<file path="config.mk">
export PLATFORM = sky130hd
export DESIGN_NAME = variant_record_byte_parser_core
export DESIGN_NICKNAME = d
export VERILOG_FILES = /design/src/sv/vrbp_pkg.sv /design/src/sv/variant_record_byte_parser_core.sv
export SDC_FILE = /design/constraint.sdc
export NUM_CORES = 1
export LEC_CHECK = 0
export ABC_AREA = 0
export BUFFER_PORTS_ARGS = -buffer_cell sky130_fd_sc_hd__buf_4
export CORE_MARGIN = 5
export CORE_UTILIZATION = 50
export CTS_CLUSTER_SIZE = 8
export DETAILED_ROUTE_END_ITERATION = 16
export HOLD_SLACK_MARGIN = 0.08
export PLACE_DENSITY = 0.68
export SLEW_MARGIN = 20
export SYNTH_ARGS = -nofsm -noshare
export SYNTH_HDL_FRONTEND = slang
export SYNTH_SLANG_ARGS = --single-unit
</file>
<file path="constraint.sdc">
create_clock -name i_clk -period 16.2 [get_ports i_clk]
set_input_delay 0 -clock i_clk [delete_from_list [all_inputs] [get_ports i_clk]]
set_output_delay 0 -clock i_clk [all_outputs]
set_load 0.01 [all_outputs]
</file>
<file path="src/sv/vrbp_pkg.sv">
// Package for the variant record byte parser.
// Holds the character codes, field numbers and zygosity codes used by the core.
// No dependencies.
package vrbp_pkg;

    // Character codes recognised in the text stream.
    localparam logic [7:0] CH_HASH = 8'h23;
    localparam logic [7:0] CH_TAB  = 8'h09;
    localparam logic [7:0] CH_DOT  = 8'h2E;
    localparam logic [7:0] CH_O    = 8'h6F;
    localparam logic [7:0] CH_ZERO = 8'h30;
    localparam logic [7:0] CH_NL   = 8'h0A;
    localparam logic [7:0] CH_DASH = 8'h2D;

    // Field numbers within one line.
    localparam logic [2:0] FLD_CHROM = 3'd0;
    localparam logic [2:0] FLD_POS   = 3'd1;
    localparam logic [2:0] FLD_ID    = 3'd2;
    localparam logic [2:0] FLD_REF   = 3'd3;
    localparam logic [2:0] FLD_ALT   = 3'd4;
    localparam logic [2:0] FLD_INFO  = 3'd7;

    // Zygosity codes.
    localparam logic [1:0] ZYG_HET = 2'd1;
    localparam logic [1:0] ZYG_HOM = 2'd2;

endpackage

</file>
<file path="src/sv/variant_record_byte_parser_core.sv">
// Variant record byte parser core: input register, parser state and result register.
// Depends on vrbp_pkg for character codes, field numbers and zygosity codes.
//
// Usage:
//   Input channel: i_data_byte with i_in_valid / o_in_ready carries one text byte per word.
//   Output channel: o_chrom, o_position, o_ident, o_ref_allele, o_alt_allele and
//   o_zygosity with o_out_valid / i_out_ready carry one parsed record per word.
//   Throughput is one byte per cycle while no record is held back by a stalled
//   receiver. A byte accepted into the input register is parsed at the edge that
//   drains it, which also loads any record it causes into the output register, so the
//   record is offered from that edge on. Most bytes cause no record; the second byte
//   of the info field causes exactly one.
//   When the receiver stalls, a record waits in the output register while bytes that
//   cause no record keep flowing; only a byte that would cause a second record is held
//   in the input register, which then drops o_in_ready until the output is taken.
//   Reset (i_rst_n low at a clock edge) empties both registers, returns the parser to
//   the chromosome field with zeroed accumulators and sets both held alleles to '-'.
module variant_record_byte_parser_core (
    input  logic        i_clk,
    input  logic        i_rst_n,
    input  logic        i_in_valid,
    output logic        o_in_ready,
    input  logic [7:0]  i_data_byte,
    output logic        o_out_valid,
    input  logic        i_out_ready,
    output logic [7:0]  o_chrom,
    output logic [31:0] o_position,
    output logic [63:0] o_ident,
    output logic [7:0]  o_ref_allele,
    output logic [7:0]  o_alt_allele,
    output logic [1:0]  o_zygosity
);

    // Input register.
    logic       r_in_valid;
    logic [7:0] r_in_byte;

    // Parser state.
    logic [2:0]  r_field, n_field;
    logic [1:0]  r_skip, n_skip;
    logic        r_id_chk, n_id_chk;
    logic        r_zyg_pend, n_zyg_pend;
    logic        r_ignore, n_ignore;
    logic [7:0]  r_acc_chrom, n_acc_chrom;
    logic [31:0] r_acc_pos, n_acc_pos;
    logic [63:0] r_acc_id, n_acc_id;
    logic [7:0]  r_held_ref, n_held_ref;
    logic [7:0]  r_held_alt, n_held_alt;

    // Result register.
    logic        r_out_valid;
    logic [7:0]  r_chrom;
    logic [31:0] r_position;
    logic [63:0] r_ident;
    logic [7:0]  r_ref;
    logic [7:0]  r_alt;
    logic [1:0]  r_zyg;

    logic       will_emit;
    logic       advance;
    logic       in_load;
    logic [7:0] b;

    assign b = r_in_byte;

    // A byte emits a record when it is the tested info byte and nothing earlier claims it.
    assign will_emit = !r_ignore && !r_id_chk && (r_skip == 2'd0) && r_zyg_pend;
    assign advance   = r_in_valid && (!will_emit || !r_out_valid || i_out_ready);
    assign o_in_ready = !r_in_valid || advance;
    assign in_load    = i_in_valid && o_in_ready;

    // Next parser state from the held byte, following the rules in priority order.
    always_comb begin
        n_field     = r_field;
        n_skip      = r_skip;
        n_id_chk    = r_id_chk;
        n_zyg_pend  = r_zyg_pend;
        n_ignore    = r_ignore;
        n_acc_chrom = r_acc_chrom;
        n_acc_pos   = r_acc_pos;
        n_acc_id    = r_acc_id;
        n_held_ref  = r_held_ref;
        n_held_alt  = r_held_alt;
        if (r_ignore) begin
            if (b == vrbp_pkg::CH_NL) begin
                n_ignore = 1'b0;
            end
        end else if (r_id_chk) begin
            n_id_chk = 1'b0;
            if (b == vrbp_pkg::CH_DOT) begin
                n_field  = vrbp_pkg::FLD_REF;
                n_acc_id = 64'd0;
            end
            n_skip = 2'd1;
        end else if (r_skip != 2'd0) begin
            n_skip = r_skip - 2'd1;
        end else if (r_zyg_pend) begin
            n_zyg_pend  = 1'b0;
            n_acc_chrom = 8'd0;
            n_acc_pos   = 32'd0;
            n_acc_id    = 64'd0;
            n_held_ref  = vrbp_pkg::CH_DASH;
            n_held_alt  = vrbp_pkg::CH_DASH;
            n_field     = vrbp_pkg::FLD_CHROM;
            n_ignore    = (b != vrbp_pkg::CH_NL);
        end else if (b == vrbp_pkg::CH_HASH) begin
            n_ignore = 1'b1;
        end else if (b == vrbp_pkg::CH_TAB) begin
            // The field number saturates in the info field.
            if (r_field != vrbp_pkg::FLD_INFO) begin
                n_field = r_field + 3'd1;
            end
            if (r_field == vrbp_pkg::FLD_POS) begin
                n_id_chk = 1'b1;
            end
        end else begin
            // Decimal accumulation: acc * 10 + (byte - '0'), wrapping at the field width.
            case (r_field)
                vrbp_pkg::FLD_CHROM: begin
                    n_acc_chrom = (r_acc_chrom << 3) + (r_acc_chrom << 1) + b
                                - vrbp_pkg::CH_ZERO;
                end
                vrbp_pkg::FLD_POS: begin
                    n_acc_pos = (r_acc_pos << 3) + (r_acc_pos << 1) + {24'd0, b}
                              - {24'd0, vrbp_pkg::CH_ZERO};
                end
                vrbp_pkg::FLD_ID: begin
                    n_acc_id = (r_acc_id << 3) + (r_acc_id << 1) + {56'd0, b}
                             - {56'd0, vrbp_pkg::CH_ZERO};
                end
                vrbp_pkg::FLD_REF: begin
                    n_held_ref = b;
                end
                vrbp_pkg::FLD_ALT: begin
                    n_held_alt = b;
                end
                vrbp_pkg::FLD_INFO: begin
                    n_zyg_pend = 1'b1;
                end
                default: begin
                end
            endcase
        end
    end

    // Input register: takes a word whenever the slot is free or being drained.
    always_ff @(posedge i_clk) begin
        if (!i_rst_n) begin
            r_in_valid <= 1'b0;
        end else if (in_load) begin
            r_in_valid <= 1'b1;
        end else if (advance) begin
            r_in_valid <= 1'b0;
        end
        if (in_load) begin
            r_in_byte <= i_data_byte;
        end
    end

    // Parser state update, once per parsed byte.
    always_ff @(posedge i_clk) begin
        if (!i_rst_n) begin
            r_field     <= vrbp_pkg::FLD_CHROM;
            r_skip      <= 2'd0;
            r_id_chk    <= 1'b0;
            r_zyg_pend  <= 1'b0;
            r_ignore    <= 1'b0;
            r_acc_chrom <= 8'd0;
            r_acc_pos   <= 32'd0;
            r_acc_id    <= 64'd0;
            r_held_ref  <= vrbp_pkg::CH_DASH;
            r_held_alt  <= vrbp_pkg::CH_DASH;
        end else if (advance) begin
            r_field     <= n_field;
            r_skip      <= n_skip;
            r_id_chk    <= n_id_chk;
            r_zyg_pend  <= n_zyg_pend;
            r_ignore    <= n_ignore;
            r_acc_chrom <= n_acc_chrom;
            r_acc_pos   <= n_acc_pos;
            r_acc_id    <= n_acc_id;
            r_held_ref  <= n_held_ref;
            r_held_alt  <= n_held_alt;
        end
    end

    // Result register: loads the finished record and holds it until taken.
    always_ff @(posedge i_clk) begin
        if (!i_rst_n) begin
            r_out_valid <= 1'b0;
        end else if (advance && will_emit) begin
            r_out_valid <= 1'b1;
        end else if (i_out_ready) begin
            r_out_valid <= 1'b0;
        end
        if (advance && will_emit) begin
            r_chrom    <= r_acc_chrom;
            r_position <= r_acc_pos;
            r_ident    <= r_acc_id;
            r_ref      <= r_held_ref;
            r_alt      <= r_held_alt;
            r_zyg      <= (b == vrbp_pkg::CH_O) ? vrbp_pkg::ZYG_HOM : vrbp_pkg::ZYG_HET;
        end
    end

    assign o_out_valid  = r_out_valid;
    assign o_chrom      = r_chrom;
    assign o_position   = r_position;
    assign o_ident      = r_ident;
    assign o_ref_allele = r_ref;
    assign o_alt_allele = r_alt;
    assign o_zygosity   = r_zyg;

    // A pending identifier test only arises right after the tab into the identifier field.
    a_id_chk_field : assert property (@(posedge i_clk) disable iff (!i_rst_n)
        r_id_chk |-> (r_field == vrbp_pkg::FLD_ID) && (r_skip == 2'd0))
        else $error("identifier test pending outside the identifier field");

    // Ignoring the rest of a line and awaiting the info byte never coincide.
    a_ignore_zyg_excl : assert property (@(posedge i_clk) disable iff (!i_rst_n)
        !(r_ignore && r_zyg_pend))
        else $error("ignore and zygosity test both pending");

    // An offered record always carries a legal zygosity code.
    a_zyg_code : assert property (@(posedge i_clk) disable iff (!i_rst_n)
        r_out_valid |-> (r_zyg == vrbp_pkg::ZYG_HET) || (r_zyg == vrbp_pkg::ZYG_HOM))
        else $error("illegal zygosity code on output");

    // A record is never overwritten while the receiver stalls.
    a_no_overwrite : assert property (@(posedge i_clk) disable iff (!i_rst_n)
        (r_out_valid && !i_out_ready) |-> !(advance && will_emit))
        else $error("record overwritten during stall");

endmodule
</file>
==> results.cfg, run 1 <==
[placement]
gp_congestion = 0.906
dp_hpwl_um = 29400
io_buffers = 135
dpl_cell_area_mm2 = 0.0186
dp_slack_ns = 11.87
placed_cells = 2379

[min_path]
min_path_cells = 2
hold_path.class = in -> reg
hold_path_end = b[2]$_DFFE_PP_
holdCritStartpoint = i_data_byte[2]

[critical_path]
worst-path-stages = 15
cp.buffers_inverters = 2
crit_arrival_ns = 4.77
reg2reg_depth = 15
crit_fanout = 8
critPathLaunchType = flip-flop
r2r-start = b[5]$_DFFE_PP_
path_class = reg -> reg
cp.required_ns = 16.60
r2r_setup_slack_ns = 11.83
crit_chain = inv_1, fa_1, inv_1, ha_1, ha_1, nor2b_1, o21bai_1, a21oi_1, o21ai_1, o211ai_1, a221o_1, a221oi_2, o31ai_1, xor2_1, a22o_1
cpPeakStageDelay_ns = 0.56
crit_path_top_delay_cell = edfxtp_1
critPathTopFamily = compound AO/OA/AOI/OAI gates
endpoint_kind = flip-flop
r2r_end = r_acc_id[45]$_SDFFE_PN0P_

[floorplanning]
initial_core_util_pct = 50.9
die_h_um = 195
std_cell_rows = 67
fp.coreArea_mm2 = 0.0336
die-area_mm2 = 0.0380
pin_count = 136
die_w_um = 195

[yosys]
synth_common_cells = inv_1, ha_1, nand2_1
synth_area_mm2 = 0.0171
avgSynthCellArea_um2 = 9.29
synth_top_area_cell = edfxtp_1
synthCells = 1840
synth.most_common_cell = inv_1
synth_top_area_share_pct = 22.8
synthArstFlopShare_pct = 0
synthTopCellsByArea = edfxtp_1, ha_1, dfxtp_1
yosys_register_bits = 260
synth-edff-count = 130
ys_warn_count = 0
seq_area_frac_synth_pct = 38.1
ys_types = 72
syn_nets = 2147
synth_flop_cell = edfxtp_1

[grt]
grt_max_degree = 90
grt_usage_pct = 20.5
grt_pass1_vias = 13200
grt_overflow = 0
antenna_found_initial = 0
grt_pass1_wl_um = 65400

[pwr]
power.internal_uw = 1200
ir_drop_uv = 67.4
seq_power_share_pct = 44.3
p_clk_share_pct = 47.0
p_per_area_mw_per_mm2 = 79.4
p_switching_uw = 368
sw_frac_of_total_pct = 23.4
p_leak_uw = 0.00890
combinationalPowerShare_pct = 8.7

[job]
max_cap_violations = 0

[layout]
n_antenna_cell = 0
final.fill_count = 2903
syn2layout_area_growth_pct = 15.9
stdcell_area_mm2 = 0.0198
drive_above_1_share_pct = 10.6
final_nets = 2289
stdcell_count = 2459
utilization_pct = 58.9

[clocking]
cts.clk_slew.worst_paths_ns = 0.05
cts_setup_buffers = 0
cts_root_buf = clkbuf_16
cts-buffers-inserted = 38
clock_sinks = 260
cts_tree = built
insertion_delay_ns = 0.52
h-tree-depth = 2
clk_path_buf_depth = 3

[sta]
hold_viol = 0
skew_ns = 0.0161
rsz0062_at_grt = no
tightest_slew_ns = 1.02
max_freq_mhz = 229
max_slew_margin_pct = 31.9
timing.final.ws_setup_ns = 11.83
fin_tns_setup_ns = 0
setup_viol = 0
maxSlewViolCount = 0
finalCritPeriodShare_pct = 27.0
finalCriticalPeriod_ns = 4.38

[detailed_routing]
avgViaCountPerCell = 5.35
drt_iter0_markers = 808
vias = 13200
ant_nets = 0
post_drt_wl_per_cell_um = 16.0
drt-pass1-iter-count = 7
detail_route.wirelength_um = 39300
drc = 0

[outcome]
status = completed
final cells by class:
cell class	instances	area, um^2	area share, %
Inverter	312	1170	5.91
Clock inverter	2	32.5	0.164
Multi-Input combinational cell	1215	9260	46.7
Tap cell	448	561	2.83
Clock buffer	67	1090	5.51
Sequential cell	260	6510	32.8
Timing Repair Buffer	155	1190	6.01
power by group through the flow:
| stage | clock network, uW | logic [uW] | registers, uW |
|---|---|---|---|
| 2_1_floorplan | 0 | 104 | 707 |
| 3_3_place_gp | 0 | 131 | 709 |
| 3_5_place_dp | 0 | 134 | 709 |
| 4_1_cts | 758 | 138 | 696 |
| 5_1_grt | 787 | 153 | 696 |
| 6_report | 738 | 138 | 696 |
state kept, by name, summed over array words and instances, names as in the netlist, 3 cells and up:
name	flops
r_held_alt	8
r_acc_pos	32
o_ident	64
o_ref_allele	8
r_field	3
o_position	32
r_held_ref	8
o_alt_allele	8
b	8
o_chrom	8
r_acc_id	64
r_acc_chrom	8
placed cells by master, fill, tap and decap left out, drive strengths merged, types with 9 or more instances in the layout:
cell type / netlist / layout
buf: 1 / 144
a21oi: 135 / 135
o21ai: 86 / 86
a211oi: 12 / 12
fa: 17 / 17
ha: 278 / 278
o21bai: 20 / 20
nand4: 18 / 18
nor3: 29 / 29
nand3: 30 / 30
a21o: 41 / 41
edfxtp: 130 / 130
nor2: 130 / 130
a22oi: 30 / 30
dlygate4sd3: 0 / 11
nand2: 134 / 134
nor2b: 12 / 12
o21a: 10 / 10
xor2: 34 / 34
clkbuf: 52 / 67
xnor2: 57 / 57
inv: 312 / 312
a31oi: 10 / 10
and3: 9 / 9
and2: 11 / 11
dfxtp: 130 / 130
nor3b: 11 / 11
routing by layer:
metal	vias up	global-route usage, %	part of all wire (%)
li1	6628	-	-
met1	6207	27.6	47
met2	266	34.4	46
met3	60	3.51	4.9
met4	0	5.12	2.1
met5	-	0	0
through the flow:
stage	total power, uW	hold slack [ns]
4_1_cts	1590	0.190
6_report	1570	0.208
2_1_floorplan	811	0.0989
5_1_grt	1640	0.193
3_5_place_dp	843	0.186
3_3_place_gp	841	0.185
how the worst max path moves through the flow:
stage                           start                        end  slack, ns
2_1_floorplan  r_skip[0]$_SDFFE_PN0P_  o_alt_allele[0]$_DFFE_PP_       9.30
3_5_place_dp           b[3]$_DFFE_PP_  r_acc_id[45]$_SDFFE_PN0P_      11.87
4_1_cts                b[3]$_DFFE_PP_  r_acc_id[45]$_SDFFE_PN0P_      11.85
6_report               b[5]$_DFFE_PP_  r_acc_id[45]$_SDFFE_PN0P_      11.83
3_3_place_gp           b[3]$_DFFE_PP_  r_acc_id[45]$_SDFFE_PN0P_      11.98
5_1_grt                b[5]$_DFFE_PP_  r_acc_id[45]$_SDFFE_PN0P_      11.60
worst reg2reg max path, delay by kind of cell, from the launching register on:
family | cells | cell delay, ns
flops | 1 | 0.56
fa+ha+maj | 3 | 1.19
compound gates | 8 | 2.03
xor+xnor | 1 | 0.15
simple gates | 1 | 0.18
buf+inv | 2 | 0.16
what timing repair did:
action	4_1_cts	5_1_grt
hold buffers	11	0
resized for setup	0	0
hold endpoints to repair	28	0
logic make-up (layout without fill, tap and decap cells):
group | after synthesis | in the layout | share of synthesized area, %
and+or+nand+nor | 416 | 416 | 11.1
DFF | 260 | 260 | 38.1
xor gates and xnor gates | 91 | 91 | 4.66
adders and majority gates | 295 | 295 | 22.3
buffers and inverters | 365 | 536 | 8.02
AOI/OAI and AO/OA | 405 | 405 | 15.3
muxes | 8 | 8 | 0.468
(Power assumes the default switching activity.)
==> run 2: changes to the inputs <==
PLACE_DENSITY = 0.71   (was 0.68)
clock period = 4 ns   (was 16.2 ns; I/O delays follow)
==> run 2 against run 1 <==
Compared with the run above:
- fmax up 12%
- clock power rose to 4.0 times the previous value
- worst hold slack better by 0.021 ns
- global-route usage down 0.20 points
- final area up 1.3%
- critical endpoint is now r_acc_id[62]$_SDFFE_PN0P_
- clock skew about the same
- sequential cell count unchanged
- first-iteration DRC count up 15%
- die area unchanged
- count of clock-buffer cells in the layout unchanged
- worst setup slack worse by 12 ns
- sequential power rose to 4.1 times the previous value
==> results.cfg, run 2 (same netlist as run 1, synthesis figures left out) <==
[sta]
fin_tns_setup_ns = 0
tightest_slew_ns = 1.04
max_slew_margin_pct = 30.7
timing.final.ws_setup_ns = 0.0965
max_freq_mhz = 256
hold_viol = 0
maxSlewViolCount = 0
finalCriticalPeriod_ns = 3.90
rsz0062_at_grt = yes
skew_ns = 0.0161
finalCritPeriodShare_pct = 97.6
setup_viol = 0

[clocking]
h-tree-depth = 2
clk_path_buf_depth = 3
cts_tree = built
cts_root_buf = clkbuf_16
cts-buffers-inserted = 38
clock_sinks = 260
cts.clk_slew.worst_paths_ns = 0.05
insertion_delay_ns = 0.51

[grt]
grt_overflow = 0
grt_pass1_vias = 13300
antenna_found_initial = 0
grt_usage_pct = 20.3
grt_pass1_wl_um = 65100
grt_max_degree = 70

[placement]
dp_slack_ns = -0.0188
io_buffers = 135
dp_hpwl_um = 30100
gp_congestion = 0.918

[floorplanning]
initial_core_util_pct = 50.9
fp.coreArea_mm2 = 0.0336
die_w_um = 195
die-area_mm2 = 0.0380
die_h_um = 195
std_cell_rows = 67
pin_count = 136

[critical_path]
critical_path.most_common_cell = fa_1
crit_chain = inv_2, fa_1, inv_1, fa_1, ha_1, a211oi_2, or4_4, a21oi_4, a21o_2, a31o_4, a31oi_4, o41ai_4, a211o_2, o31a_1, o211ai_1
cpPeakStageDelay_ns = 0.51
critPathLaunchType = flip-flop
critPathTopFamily = compound AO/OA/AOI/OAI gates
startpoint = b[3]$_DFFE_PP_
cp.buffers_inverters = 2
worst-path-stages = 15
crit_path_top_delay_cell = or4_4
cp.required_ns = 4.38
endpoint_kind = flip-flop
path_class = reg -> reg
crit_fanout = 4
reg2reg_depth = 15
crit_arrival_ns = 4.28
r2r-start = b[3]$_DFFE_PP_

[pwr]
seq_power_share_pct = 44.4
sw_frac_of_total_pct = 23.3
combinationalPowerShare_pct = 9.5
p_switching_uw = 1480
p_leak_uw = 0.00901
p_clk_share_pct = 46.2
power.internal_uw = 4880
p_per_area_mw_per_mm2 = 317
ir_drop_uv = 308

[detailed_routing]
ant_nets = 0
avgViaCountPerCell = 5.41
drc = 0
detail_route.wirelength_um = 39700
post_drt_wl_per_cell_um = 16.0
drt-pass1-iter-count = 5
drt_iter0_markers = 927
vias = 13400

[min_path]
holdCritStartpoint = i_data_byte[5]
min_path_cells = 2
hold_path.class = in -> reg

[layout]
seq_area_mm2 = 0.00651
final_common_cell = inv_1
drive_above_1_share_pct = 12.6
multi_input_area_mm2 = 0.00936
n_antenna_cell = 0
utilization_pct = 59.7
layout_common_cells = inv_1, ha_1, buf_4
final_nets = 2311
final.fill_count = 2882
syn2layout_area_growth_pct = 17.4

[outcome]
status = completed

[job]
max_cap_violations = 0
## run 2: cell types whose count changed in the layout (fill, tap and decap cells not counted), sizes merged
| cell | previous run | this run |
|---|---|---|
| inv | 312 | 314 |
| clkinv | 2 | 1 |
| buf | 144 | 166 |
## run 2: area by class of cell
type,count,area share (%)
inverters,312,5.84
repair buffers,177,6.82
well taps,448,2.79
clock inverters,3,0.168
clock buffers,67,5.33
flip-flops and latches,260,32.4
multi-input cells,1215,46.6
## run 2: power groups by stage
stage | Sequential, uW | Clock (uW) | Combinational [uW]
after floorplan | 2860 | 0 | 422
after global placement | 2870 | 0 | 557
after detailed placement | 2870 | 0 | 566
after CTS | 2820 | 3020 | 580
after global routing | 2820 | 3140 | 666
final | 2820 | 2930 | 602
## run 2: per-layer routing
layer | GRT usage, % | share of wire [%] | wire length, um
met5 | 0 | 0 | 0
met3 | 3.15 | 4.9 | 1970
met4 | 4.58 | 2.0 | 787
met2 | 35.0 | 47 | 18800
met1 | 26.9 | 46 | 18200
## run 2: worst register-to-register path, cell delays in order, from the launching register on
cell,delay (ns)
edfxtp_1,0.47
inv_2,0.08
fa_1,0.41
inv_1,0.07
fa_1,0.43
ha_1,0.34
a211oi_2,0.07
or4_4,0.51
a21oi_4,0.19
a21o_2,0.17
a31o_4,0.18
a31oi_4,0.10
o41ai_4,0.32
a211o_2,0.23
o31a_1,0.12
o211ai_1,0.09
## run 2: worst paths after layout
check	to	slack, ns
setup / recovery	r_acc_id[62]$_SDFFE_PN0P_	0.1
hold / removal	b[5]$_DFFE_PP_	0.23
setup reg to reg	r_acc_id[62]$_SDFFE_PN0P_	0.1
hold reg to reg	o_chrom[7]$_DFFE_PP_	0.43
## run 2: per-stage QoR
step                instances  cell area (um^2)  hold slack [ns]  total power (uW)
floorplan                1840             17100           0.0989              3280
global placement         2396             18700            0.186              3430
detailed placement       2396             18700            0.188              3430
CTS                      2477             19900            0.203              6410
global route             2482             20100            0.225              6620
finish                   2482             20100            0.229              6350
## run 2: what timing repair did
| action | in CTS | in global routing |
|---|---|---|
| hold buffers | 11 | 0 |
| buffers inserted | 0 | 5 |
| endpoints found under the setup margin | 3 | 30 |
| pin swaps | 0 | 13 |
| endpoints found under the hold margin | 20 | 0 |
| gates resized for setup | 1 | 26 |
==> run 3: changes to the inputs <==
CORE_UTILIZATION = 35   (was 50)
PLACE_DENSITY = unset   (was 0.71)
==> run 3 against run 2 <==
Compared with the run above:
- clock power up 3%
- critical endpoint is now r_acc_pos[29]$_SDFFE_PN0P_
- via count down 0.31%
- largest power group unchanged
- clock skew up 0.013 ns
- count of clock-buffer cells in the layout down 2
- die area up 40%
- worst setup slack worse by 0.017 ns
- worst hold slack worse by 0.044 ns
- register-to-register slack worse by 0.02 ns
- routed wire length up 6.9%
- cell count up 8.0%
- first-iteration DRC count down 24%
- sequential share of layout area down 0.75 points
==> results.cfg, run 3 (same netlist as run 1, synthesis figures left out) <==
[sta]
fin_tns_setup_ns = 0
rsz0062_at_grt = yes
max_freq_mhz = 255
hold_viol = 0
finalCritPeriodShare_pct = 98.0
tightest_slew_ns = 0.822
maxSlewViolCount = 0
setup_viol = 0
skew_ns = 0.0295
finalCriticalPeriod_ns = 3.92
max_slew_margin_pct = 45.1

[pwr]
ir_drop_uv = 256
report.power.total_uw = 6490
p_per_area_mw_per_mm2 = 316
p_leak_uw = 0.00915

[critical_path]
cp.required_ns = 4.44
path_class = reg -> reg
crit_fanout = 2
r2r_setup_slack_ns = 0.08
reg2reg_depth = 15
r2r_end = r_acc_pos[29]$_SDFFE_PN0P_
endpoint_kind = flip-flop
crit_arrival_ns = 4.36
critPathLaunchType = flip-flop
r2r-start = b[3]$_DFFE_PP_

[layout]
seq_area_mm2 = 0.00651
final.fill_count = 4770
layout_common_cells = inv_1, ha_1, buf_4
drive_above_1_share_pct = 14.0
final_nets = 2338
multi_input_area_mm2 = 0.00940
syn2layout_area_growth_pct = 20.1
final_common_cell = inv_1
n_antenna_cell = 0

[detailed_routing]
post_drt_wl_per_cell_um = 15.8
detail_route.wirelength_um = 42500
avgViaCountPerCell = 4.99
drc = 0
drt-pass1-iter-count = 5
vias = 13400
drt_iter0_markers = 705
ant_nets = 0

[min_path]
hold_path_end = b[2]$_DFFE_PP_
holdCritStartpoint = i_data_byte[2]
min_path_cells = 2
hold_path.class = in -> reg

[grt]
grt_pass1_wl_um = 68800
grt_usage_pct = 15.7
grt_overflow = 0
grt_pass1_vias = 13200
antenna_found_initial = 1
grt_max_degree = 73

[placement]
dp_hpwl_um = 32000
gp_congestion = 0.879
io_buffers = 135

[clocking]
cts-buffers-inserted = 39
h-tree-depth = 2
cts.clk_slew.worst_paths_ns = 0.05
insertion_delay_ns = 0.55
cts_tree = built
cts_root_buf = clkbuf_16
clock_sinks = 260
clk_path_buf_depth = 3

[job]
max_cap_violations = 0

[floorplanning]
initial_core_util_pct = 35.1
fp.coreArea_mm2 = 0.0486
die_w_um = 231
die_h_um = 231
die-area_mm2 = 0.0534
std_cell_rows = 81
pin_count = 136

[outcome]
status = completed
## run 3: changes by cell type in the layout (fill, tap and decap cells not counted), moves of 2 or more
| cell | before | now |
|---|---|---|
| buf_4 | 165 | 190 |
| fa_2 | 2 | 5 |
| clkbuf_1 | 28 | 26 |
| o31ai_2 | 2 | 4 |
| inv_6 | 2 | 0 |
| o31ai_1 | 4 | 2 |
| fa_1 | 15 | 12 |
| o311ai_1 | 2 | 0 |
| o311ai_2 | 0 | 2 |
## run 3: per-stage QoR
stage               hold WS, ns  util [%]  setup slack, ns  instance area (um^2)  cells
floorplan                0.0989         -            0.201                 17100   1840
global placement          0.185      39.2           0.0608                 19100   2590
detailed placement        0.185      39.2           0.0133                 19100   2590
CTS                       0.148      41.8           0.0209                 20300   2674
global route              0.159      42.2           -0.109                 20500   2681
finish                    0.185      42.2           0.0795                 20500   2681
## run 3: routing by layer
metal / vias to the layer above / global-route usage (%) / wire [um]
met2: 267 / 26.1 / 19700
li1: 6734 / - / -
met5: - / 0 / 7
met4: 2 / 4.55 / 973
met1: 6329 / 20.8 / 19600
met3: 58 / 2.93 / 2200
## run 3: worst max-delay path, stage by stage (launching register included)
cell and delay [ns]:
edfxtp_1 0.39, buf_4 0.16, fa_2 0.38, fa_1 0.56
inv_2 0.05, fa_2 0.38, nor2b_2 0.14, o21a_1 0.18
o21ai_2 0.07, o211ai_1 0.22, nand2_1 0.11, o41a_1 0.42
o21bai_1 0.24, a41oi_2 0.15, xnor2_1 0.15, a32o_1 0.21
## run 3: power by group
part / switching, uW / total, uW / internal, uW / leakage (uW)
clock network: 1210 / 3030 / 1820 / 0.000529
registers: 18.4 / 2810 / 2800 / 0.00205
logic: 339 / 646 / 307 / 0.00657
total: 1570 / 6490 / 4920 / 0.00915
## run 3: layout make-up
type	count	area share [%]
tap	622	3.79
inverter	312	5.70
clock buffer	65	5.23
sequential	260	31.7
clock inverter	4	0.219
timing repair buffer	203	7.63
multi-input combinational	1215	45.8
## run 3: how the worst max path moves through the flow
stage / start / slack [ns] / end / depth (start not counted)
3_5_place_dp: b[3]$_DFFE_PP_ / 0.01 / r_acc_pos[29]$_SDFFE_PN0P_ / 15
4_1_cts: b[3]$_DFFE_PP_ / 0.02 / r_acc_pos[30]$_SDFFE_PN0P_ / 14
2_1_floorplan: b[3]$_DFFE_PP_ / 0.20 / r_acc_id[45]$_SDFFE_PN0P_ / 17
3_3_place_gp: b[3]$_DFFE_PP_ / 0.06 / r_acc_pos[29]$_SDFFE_PN0P_ / 15
6_report: b[3]$_DFFE_PP_ / 0.08 / r_acc_pos[29]$_SDFFE_PN0P_ / 15
5_1_grt: b[3]$_DFFE_PP_ / -0.11 / r_acc_pos[29]$_SDFFE_PN0P_ / 15
## run 3: repair_timing
action                                  4_1_cts  5_1_grt
buffers inserted                              3        7
endpoints found under the setup margin        2       30
pin swaps                                     3       27
resized for setup                             0       36
cloned                                        0        0
hold buffers                                 12        0
endpoints found under the hold margin        28        0
